[src/sv/umra_pkg.sv]
// umra_pkg: widths, codes and constants for the ultrasonic median range avoider.
// No dependencies; imported by the top level and its checker.

package umra_pkg;

	localparam int ECHO_W = 16;
	localparam int THR_W  = 9;
	localparam int DIST_W = 11;
	localparam int ACT_W  = 2;
	localparam int CFG_W  = 16;
	localparam int IDX_CFG_W = 1;

	localparam int S_TDATA_W = 16;
	localparam int M_TDATA_W = 16;
	localparam int M_PAD_W   = M_TDATA_W - DIST_W - ACT_W;

	// floor(w*17/1000) == (w * ceil(17*2^30/1000)) >> 30 for every 16-bit w
	localparam int CM_MULT_W = 25;
	localparam logic [CM_MULT_W-1:0] CM_MULT = 25'd18253612;
	localparam int CM_SHIFT = 30;
	localparam int PROD_W = ECHO_W + CM_MULT_W;

	localparam logic [ECHO_W-1:0] ECHO_LIMIT_RST = 16'd25000;
	localparam logic [THR_W-1:0]  OBST_THR_RST   = 9'd35;

	localparam logic [IDX_CFG_W-1:0] REG_ECHO_LIMIT = 1'd0;
	localparam logic [IDX_CFG_W-1:0] REG_OBST_THR   = 1'd1;

	localparam logic [ACT_W-1:0] ACT_NONE = 2'd0;
	localparam logic [ACT_W-1:0] ACT_TURN = 2'd1;
	localparam logic [ACT_W-1:0] ACT_STOP = 2'd2;

endpackage

[src/sv/ultrasonic_median_range_avoider.sv]
// Ultrasonic median range avoider: echo width to cm, median per group, avoid action.
// Depends on umra_pkg.
//
//  channel | dir | payload                                    | handshake
//  s_*     | in  | tdata[15:0] echo_width                     | s_tvalid / s_tready
//  m_*     | out | tdata[10:0] median, [12:11] action         | m_tvalid / m_tready
//  cfg_*   | in  | cfg_idx 0 echo_limit, 1 obstacle_threshold | cfg_we, no wait
//
// One echo width per cycle sustained; the result of a group reaches the output
// register once its last input has passed the width register, then the median stage.
// The median is a rank count over the stored window, all in the median stage.
// If a result waits on m_tready while the next group is full, input stalls until
// the output register frees up. Reset clears control state; the window is not cleared.

module ultrasonic_median_range_avoider
	import umra_pkg::*;
#(
	parameter int WINDOW_SIZE = 5
) (
	input  logic                 clk,
	input  logic                 arst_n,
	input  logic                 s_tvalid,
	output logic                 s_tready,
	input  logic [S_TDATA_W-1:0] s_tdata,   // [15:0] echo_width
	output logic                 m_tvalid,
	input  logic                 m_tready,
	output logic [M_TDATA_W-1:0] m_tdata,   // [10:0] median_distance, [12:11] avoid_action, pad
	input  logic                 cfg_we,
	input  logic [IDX_CFG_W-1:0] cfg_idx,
	input  logic [CFG_W-1:0]     cfg_data
);

	localparam int IDX_W = (WINDOW_SIZE > 1) ? $clog2(WINDOW_SIZE) : 1;
	localparam int MED_RANK = WINDOW_SIZE / 2;

	logic [ECHO_W-1:0] echo_limit_q;
	logic [THR_W-1:0]  obst_thr_q;

	always_ff @(posedge clk or negedge arst_n) begin
		if (!arst_n) begin
			echo_limit_q <= ECHO_LIMIT_RST;
			obst_thr_q   <= OBST_THR_RST;
		end else if (cfg_we) begin
			case (cfg_idx)
				REG_ECHO_LIMIT: echo_limit_q <= cfg_data[ECHO_W-1:0];
				REG_OBST_THR:   obst_thr_q   <= cfg_data[THR_W-1:0];
				default: ;
			endcase
		end
	end

	// stage 1: captured echo width
	logic              vld_s1;
	logic [ECHO_W-1:0] width_s1;
	logic              grp_full_s2;
	logic              out_vld_q;
	logic              out_stall;
	logic              s2_hold;
	logic              s1_go;

	assign out_stall = out_vld_q && !m_tready;
	// a full window waiting on the output must not be overwritten
	assign s2_hold   = grp_full_s2 && out_stall;
	assign s1_go     = vld_s1 && !s2_hold;
	assign s_tready  = !vld_s1 || s1_go;

	always_ff @(posedge clk or negedge arst_n) begin
		if (!arst_n) begin
			vld_s1 <= 1'b0;
		end else if (s_tready) begin
			vld_s1 <= s_tvalid;
		end
	end

	always_ff @(posedge clk) begin
		if (s_tvalid && s_tready) begin
			width_s1 <= s_tdata[ECHO_W-1:0];
		end
	end

	logic [PROD_W-1:0] prod;
	logic [DIST_W-1:0] dist_cm;

	assign prod = PROD_W'(width_s1) * PROD_W'(CM_MULT);
	assign dist_cm = (width_s1 < echo_limit_q) ? prod[CM_SHIFT+DIST_W-1:CM_SHIFT] : '0;

	logic [DIST_W-1:0] dist_mem [WINDOW_SIZE];
	logic [IDX_W-1:0]  cnt_q;
	logic              last_smp;

	assign last_smp = (cnt_q == IDX_W'(WINDOW_SIZE - 1));

	always_ff @(posedge clk) begin
		if (s1_go) begin
			dist_mem[cnt_q] <= dist_cm;
		end
	end

	always_ff @(posedge clk or negedge arst_n) begin
		if (!arst_n) begin
			cnt_q       <= '0;
			grp_full_s2 <= 1'b0;
		end else begin
			if (s1_go) begin
				cnt_q <= last_smp ? '0 : cnt_q + IDX_W'(1);
			end
			if (s1_go && last_smp) begin
				grp_full_s2 <= 1'b1;
			end else if (!s2_hold) begin
				grp_full_s2 <= 1'b0;
			end
		end
	end

	// median stage: rank of each entry, ties broken by position
	logic [IDX_W-1:0]  rank [WINDOW_SIZE];
	logic [DIST_W-1:0] median;

	always_comb begin
		median = '0;
		for (int i = 0; i < WINDOW_SIZE; i++) begin
			rank[i] = '0;
			for (int j = 0; j < WINDOW_SIZE; j++) begin
				if (j != i) begin
					if ((dist_mem[j] < dist_mem[i]) || ((dist_mem[j] == dist_mem[i]) && (j < i))) begin
						rank[i] = rank[i] + IDX_W'(1);
					end
				end
			end
			if (rank[i] == IDX_W'(MED_RANK)) begin
				median = median | dist_mem[i];
			end
		end
	end

	logic             armed_q;
	logic             adv2;
	logic             near;
	logic [ACT_W-1:0] act;
	logic [DIST_W-1:0] med_q;
	logic [ACT_W-1:0]  act_q;

	assign adv2 = grp_full_s2 && !out_stall;
	assign near = median < DIST_W'(obst_thr_q);

	always_comb begin
		if (armed_q && near) begin
			act = ACT_TURN;
		end else if (!armed_q) begin
			act = ACT_STOP;
		end else begin
			act = ACT_NONE;
		end
	end

	always_ff @(posedge clk or negedge arst_n) begin
		if (!arst_n) begin
			out_vld_q <= 1'b0;
			armed_q   <= 1'b1;
		end else begin
			if (!out_stall) begin
				out_vld_q <= grp_full_s2;
			end
			if (adv2) begin
				if (armed_q && near) begin
					armed_q <= 1'b0;
				end else if (!armed_q) begin
					armed_q <= 1'b1;
				end
			end
		end
	end

	always_ff @(posedge clk) begin
		if (adv2) begin
			med_q <= median;
			act_q <= act;
		end
	end

	assign m_tvalid = out_vld_q;
	assign m_tdata  = {{M_PAD_W{1'b0}}, act_q, med_q};

endmodule

[config.mk]
export PLATFORM = sky130hd
export DESIGN_NAME = ultrasonic_median_range_avoider
export DESIGN_NICKNAME = d
export VERILOG_FILES = /design/src/sv/umra_pkg.sv /design/src/sv/ultrasonic_median_range_avoider.sv
export SDC_FILE = /design/constraint.sdc
export NUM_CORES = 1
export LEC_CHECK = 0
export BUFFER_PORTS_ARGS = -buffer_cell sky130_fd_sc_hd__clkbuf_2
export CAP_MARGIN = 20
export CORE_UTILIZATION = 25
export CTS_BUF_LIST = sky130_fd_sc_hd__clkbuf_4
export DETAILED_ROUTE_END_ITERATION = 12
export HOLD_SLACK_MARGIN = 0.02
export PLACE_DENSITY = 0.46
export SLEW_MARGIN = 40
export SYNTH_ARGS = -nofsm -noshare
export SYNTH_HDL_FRONTEND = slang
export SYNTH_SLANG_ARGS = --single-unit
[constraint.sdc]
create_clock -name clk -period 10.5 [get_ports clk]
set_input_delay 2.1 -clock clk [delete_from_list [all_inputs] [get_ports clk]]
set_output_delay 2.1 -clock clk [all_outputs]
set_load 0.01 [all_outputs]
After elaboration in Yosys (flattened, before gate mapping)
Memories as Yosys holds them, arrays and structs flattened.
Index checks and enable logic that the tools add are counted.
{ "word_totals": {"reg_bits": 61, "ramBits": 55, "output_inout_bits": 18, "word_cells": 129, "mem_count": 1} }
{ "op_classes": {"addsub": 16, "mul": 1, "n_lt_le_gt_ge": 22, "n_eq_ne": 17, "muxes": 33, "bitwise": 5, "n_reduce_logical": 24} }
{ "memory_table": {"columns": ["name", "depth", "width", "rd", "rd_clocked_by_memory_dff", "wr", "line_no", "source"], "rows": [
  ["dist_mem", 5, 11, 5, 0, 1, "ultrasonic_median_range_avoider.sv:87", "logic [DIST_W-1:0] dist_mem [WINDOW_SIZE];"]
]} }
{ "op_table": {"columns": ["op", "n"], "rows": [
  ["less-than comparator 11 bit", 20],
  ["== test 11 bit", 10],
  ["2-to-1 mux 11 bit", 6],
  ["adder 3 x 1 -> 3 bit, second input constant", 16],
  ["2-to-1 mux 3 bit", 16],
  ["OR 11 bit", 4],
  ["multiplier 16 x 23 -> 39 bit, second input constant", 1],
  ["less-than comparator 16 bit", 1],
  ["== test 3 x 2 -> 1 bit, second input constant", 5],
  ["logical OR 1 bit", 11],
  ["less-than comparator 11 x 9 -> 1 bit", 1],
  ["2-to-1 mux 1 bit", 10],
  ["logical AND 1 bit", 7],
  ["logical NOT 1 bit", 4],
  ["AND reduction 2 bit", 2],
  ["== test 3 bit, second input constant", 1],
  ["2-to-1 mux 2 bit", 1],
  ["inequality test 2 x 1 -> 1 bit, second input constant", 1],
  ["NOT 1 bit", 1]
]} }

Depth between registers and ports, before layout
An unclocked memory read counts as a cell.
{ "logic_depth": {"ltp_word": 22, "ltp_mapped": 26, "ltp_nobuf": 25} }

Worst setup path after synthesis
Ideal clock, no wire load.
{ "synth_path": {"path_type": "reg2reg", "from": "register width_s1[14]", "to": "memory dist_mem[0][10] (data pin)", "setup_time_ps": 225, "arrival_ps": 5811, "t_required_ps": 10275, "setup_slack_ps": 4463, "stages_incl_launch_ff": 22, "path_buffers": 0, "cell_sequence": "edfxtp_1 > inv_1 > ha_1 > inv_1 > fa_1 > inv_1 > fa_1 > inv_1 > fa_1 > fa_1 > fa_1 > ha_1 > a21o_1 > a21o_1 > a21oi_1 > o221a_2 > o41ai_1 > a221o_1 > a21oi_2 > nor3b_1 > o31ai_1 > nor3b_1"} }
{ "synth_between": {"elab_chain_len": 2, "elab_cells_between_ends": 3, "classes_between": "mul: 1; order compare: 1; mux: 1"} }
{ "synth_rtl": {"columns": ["element", "line_no", "source"], "rows": [
  ["from (decl)", "ultrasonic_median_range_avoider.sv:54", "logic [ECHO_W-1:0] width_s1;"],
  ["from (signal assigned)", "ultrasonic_median_range_avoider.sv:77", "width_s1 <= s_tdata[ECHO_W-1:0];"],
  ["multiplier 16 x 23 -> 39 bit / less-than comparator 16 bit (equally long branches)", "ultrasonic_median_range_avoider.sv:84, ultrasonic_median_range_avoider.sv:85", null],
  ["2-to-1 mux 11 bit (*)", "ultrasonic_median_range_avoider.sv:85", "assign dist_cm = (width_s1 < echo_limit_q) ? prod[CM_SHIFT+DIST_W-1:CM_SHIFT] : '0;"],
  ["named net dist_cm[10]", "ultrasonic_median_range_avoider.sv:82", "logic [DIST_W-1:0] dist_cm;"],
  ["to (decl)", "ultrasonic_median_range_avoider.sv:87", null]
]} }
Mark *: on every way through the listed nets, which the timed path passes. The rest lies on a longest branch.

Worst setup path after layout
{ "layout_path": {"from": "register width_s1[14]", "to": "memory dist_mem[3][10] (data pin)"} }
Same word-level chain as after synthesis.

==> insert_results.sql <==
INSERT INTO impl_metrics (metric_group, metric, value, unit) VALUES
('run_status', 'run_status', 'finished, violations left', ''),
('run_status', 'violated_checks', 'DRC', ''),
('layout', 'regArea', '3340', 'um^2'),
('timing', 'max_slew_margin', '0.496', ''),
('critical_path', 'worstPathArrival', '7.23', 'ns'),
('floorplan', 'floorplan.initialDensity', '0.254', ''),
('clock_tree', 'holdBufCountCts', '0', ''),
('critical_path', 'crit_chain', 'inv_1, ha_1, inv_1, fa_1, inv_1, fa_1, inv_1, fa_1, fa_1, fa_1, ha_1, a21o_1, a21o_1, a21oi_1, o221a_2, o41ai_2, a221o_1, a21oi_2, nor3b_1, o31ai_1, nor3b_1', ''),
('critical_path', 'crit_fanout', '9', ''),
('timing', 'holdWs', '0.487', 'ns'),
('timing', 'finalCritPeriodShare', '0.661', ''),
('detailed_routing', 'drc', '2', ''),
('detailed_routing', 'vias_per_cell', '4.57', ''),
('detailed_routing', 'wire_per_inst', '17.5', 'um'),
('timing', 'max_freq', '0.144', 'GHz'),
('clock_tree', 'ctsHtreeMaxLevel', '4', ''),
('critical_path', 'worst_path_most_repeated_cell', 'sky130_fd_sc_hd__fa_1', ''),
('clock_tree', 'clkTransAtPathRegs', '0.15', 'ns'),
('critical_path', 'cp_slowest_cell', 'sky130_fd_sc_hd__edfxtp_1', ''),
('floorplan', 'placeableCoreArea', '52800', 'um^2'),
('clock_tree', 'cts.path.max_buffers', '2', ''),
('global_routing', 'largest_net_degree_at_the_start_of_global_routing', '33', ''),
('layout', 'area_growth_syn_to_layout', '11.7', '%'),
('layout', 'layout.cell_area.non_filler', '15000', 'um^2'),
('timing', 'rsz0062_at_grt', 'no', ''),
('clock_tree', 'clk_root_buffer_cell', 'sky130_fd_sc_hd__clkbuf_4', ''),
('floorplan', 'die-area', '54500', 'um^2'),
('pwr', 'pwr_density_cell', '315', 'nW/um^2'),
('global_routing', 'number_of_antenna_violations_at_the_first_check_in_global_routing', '1', ''),
('critical_path', 'critical_path_endpoint_category', 'flip-flop', ''),
('clock_tree', 'tritoncts', 'built', ''),
('timing', 'report.final.hold_viol_count', '0', ''),
('yosys', 'yosysSeqAreaShare', '0.249', ''),
('timing', 'clock_skew', '0.0367', 'ns'),
('clock_tree', 'post_cts_resized', '0', ''),
('yosys', 'synth.lib_cells_used.distinct', '70', ''),
('yosys', 'synth_compound_area_frac', '0.111', ''),
('clock_tree', 'clock_latency_on_the_worst_skew_pair', '0.58', 'ns'),
('yosys', 'syn_inst', '1286', ''),
('yosys', 'synthXorXnorAreaFrac', '0.00916', ''),
('global_routing', 'globalRouteOverflowTotal', '0', ''),
('clock_tree', 'cts_num_sinks', '116', ''),
('critical_path', 'worstPathRequired', '10.78', 'ns'),
('detailed_routing', 'antenna_left', '0', ''),
('pwr', 'vdd_ir_drop_max', '0.196', 'mV'),
('yosys', 'synth.area.mux_share', '0.0130', ''),
('floorplan', 'chipHeight', '233', 'um'),
('layout', 'fillCellCount', '5516', ''),
('placement', 'pre_cts_ws', '3.58', 'ns'),
('yosys', 'ys_warn_count', '0', ''),
('placement', 'finalWeightedCongestion', '0.838', ''),
('timing', 'finalSetupViolCount', '0', ''),
('critical_path', 'critPathKind', 'reg2reg', ''),
('clock_tree', 'tritoncts.num_buffers', '17', ''),
('yosys', 'combinational_family_with_the_most_area_after_synthesis', 'adder cells', ''),
('detailed_routing', 'detail_route.first_pass.iterations', '8', ''),
('yosys', 'post_synth_fa_ha_maj_area_fraction', '0.449', ''),
('detailed_routing', 'postRouteWirelength', '36.0', 'mm'),
('layout', 'total_number_of_nets_in_the_final_design', '1813', ''),
('yosys', 'synth_enable_flop_cells', '84', ''),
('global_routing', 'global_route_wire_length_before_repair', '56.1', 'mm'),
('global_routing', 'first_global_vias', '9836', ''),
('yosys', 'yosys_register_bits', '116', ''),
('yosys', 'avgSynthCellArea', '10.4', 'um^2'),
('detailed_routing', 'drt_iter0_markers', '442', ''),
('timing', 'period_needed', '6.94', 'ns'),
('floorplan', 'core.rowCount', '84', ''),
('pwr', 'p_leak', '7.37', 'nW'),
('floorplan', 'io_pins', '56', ''),
('clock_tree', 'post_cts_buffers', '0', ''),
('placement', 'hpwlAfterDp', '30.8', 'mm');
-- synth_stat cells, types with 8 or more instances --
cell | number | area [um^2]
sky130_fd_sc_hd__nor2b_1 | 12 | 75.1
sky130_fd_sc_hd__mux2_2 | 11 | 124
sky130_fd_sc_hd__nand2_1 | 50 | 188
sky130_fd_sc_hd__nor4_1 | 8 | 50.1
sky130_fd_sc_hd__ha_1 | 315 | 3940
sky130_fd_sc_hd__dfstp_2 | 10 | 263
sky130_fd_sc_hd__inv_1 | 264 | 991
sky130_fd_sc_hd__a21oi_1 | 52 | 260
sky130_fd_sc_hd__nand3_1 | 24 | 120
sky130_fd_sc_hd__o211ai_1 | 11 | 82.6
sky130_fd_sc_hd__dfrtp_1 | 22 | 551
sky130_fd_sc_hd__nand4_1 | 21 | 131
sky130_fd_sc_hd__o21ai_1 | 9 | 45.0
sky130_fd_sc_hd__xnor2_1 | 9 | 78.8
sky130_fd_sc_hd__nor3_1 | 11 | 55.1
sky130_fd_sc_hd__o21ai_0 | 38 | 190
sky130_fd_sc_hd__nor2_1 | 45 | 169
sky130_fd_sc_hd__nand3b_1 | 11 | 82.6
sky130_fd_sc_hd__a221oi_1 | 10 | 87.6
sky130_fd_sc_hd__a21o_1 | 29 | 218
sky130_fd_sc_hd__edfxtp_1 | 84 | 2520
sky130_fd_sc_hd__nand2b_1 | 11 | 68.8
sky130_fd_sc_hd__fa_1 | 103 | 2060
sky130_fd_sc_hd__a211oi_1 | 16 | 120
-- logic make-up after synthesis --
| group | count (synthesis) |
|---|---|
| buffers and inverters | 277 |
| DFF | 116 |
| xor gates and xnor gates | 14 |
| and+or+nand+nor | 224 |
| muxes | 16 |
| AOI/OAI and AO/OA | 220 |
| adders and majority gates | 418 |
| other | 1 |
-- layout make-up --
cell class                      count  area share
Antenna cell                        1    0.000167
Clock buffer                       17     0.00854
Timing Repair Buffer               63      0.0231
Multi-Input combinational cell    895       0.605
Inverter                          264      0.0663
Clock inverter                     15      0.0161
Sequential cell                   116       0.223
Tap cell                          688      0.0576
-- worst max-delay path: cells and delay by family (launching register included) --
kind                     cells  cell delay [ns]
flip-flops                   1             0.67
adder cells (fa/ha/maj)      7             3.13
AND/OR/NAND/NOR              2             0.63
AO/OA/AOI/OAI                8             1.74
buffers and inverters        4             0.45
-- power breakdown --
group          switching [mW]  total [mW]  internal (mW)
clock                   0.214       0.435          0.221
combinational            2.01        3.46           1.45
sequential              0.118       0.822          0.704
-- state kept, by name, indices dropped and copies added, names as in the netlist --
| register | flops |
|---|---|
| obst_thr_q | 9 |
| dist_mem | 55 |
| width_s1 | 16 |
| m_tvalid | 1 |
| echo_limit_q | 16 |
| grp_full_s2 | 1 |
| armed_q | 1 |
| act_q | 2 |
| med_q | 11 |
| vld_s1 | 1 |
| cnt_q | 3 |
-- placed cells by master, fill, tap and decap left out, types with 17 or more instances in the layout --
cell and count:
sky130_fd_sc_hd__ha_1 315, sky130_fd_sc_hd__clkbuf_4 17, sky130_fd_sc_hd__nand3_1 24, sky130_fd_sc_hd__a21o_1 29, sky130_fd_sc_hd__nand2_1 50, sky130_fd_sc_hd__edfxtp_1 84
sky130_fd_sc_hd__dfrtp_1 22, sky130_fd_sc_hd__clkbuf_2 51, sky130_fd_sc_hd__nand4_1 21, sky130_fd_sc_hd__nor2_1 45, sky130_fd_sc_hd__fa_1 103, sky130_fd_sc_hd__inv_1 264
sky130_fd_sc_hd__o21ai_0 38, sky130_fd_sc_hd__a21oi_1 52
-- final timing paths --
check / slack (ns) / from / to / depth (start not counted)
setup / recovery: 3.56 / width_s1[14] / dist_mem[3][10] / 21
hold / removal: 0.49 / armed_q / armed_q / 2
setup reg to reg: 3.56 / width_s1[14] / dist_mem[3][10] / 21
hold reg to reg: 0.49 / armed_q / armed_q / 2
max in group asynchronous: 8.70 / arst_n / obst_thr_q[0] / 1
min in group asynchronous: 1.44 / arst_n / echo_limit_q[11] / 1
-- per-stage QoR --
| step | util | std cells |
|---|---|---|
| 3_3_place_gp | 0.276 | 2025 |
| 4_1_cts | 0.283 | 2058 |
| 6_report | 0.283 | 2059 |
| 5_1_grt | 0.283 | 2059 |
| 3_5_place_dp | 0.276 | 2026 |
| 2_1_floorplan | - | 1288 |
-- per-layer routing --
| metal | GRT usage | routed length [um] | vias to the layer above |
|---|---|---|---|
| met1 | 0.183 | 17000 | 4654 |
| met2 | 0.231 | 17600 | 105 |
| met5 | 0 | 0 | - |
| met4 | 0.0390 | 584 | 0 |
| met3 | 0.0179 | 778 | 29 |
| li1 | - | - | 4631 |
(Power assumes the default switching activity.)
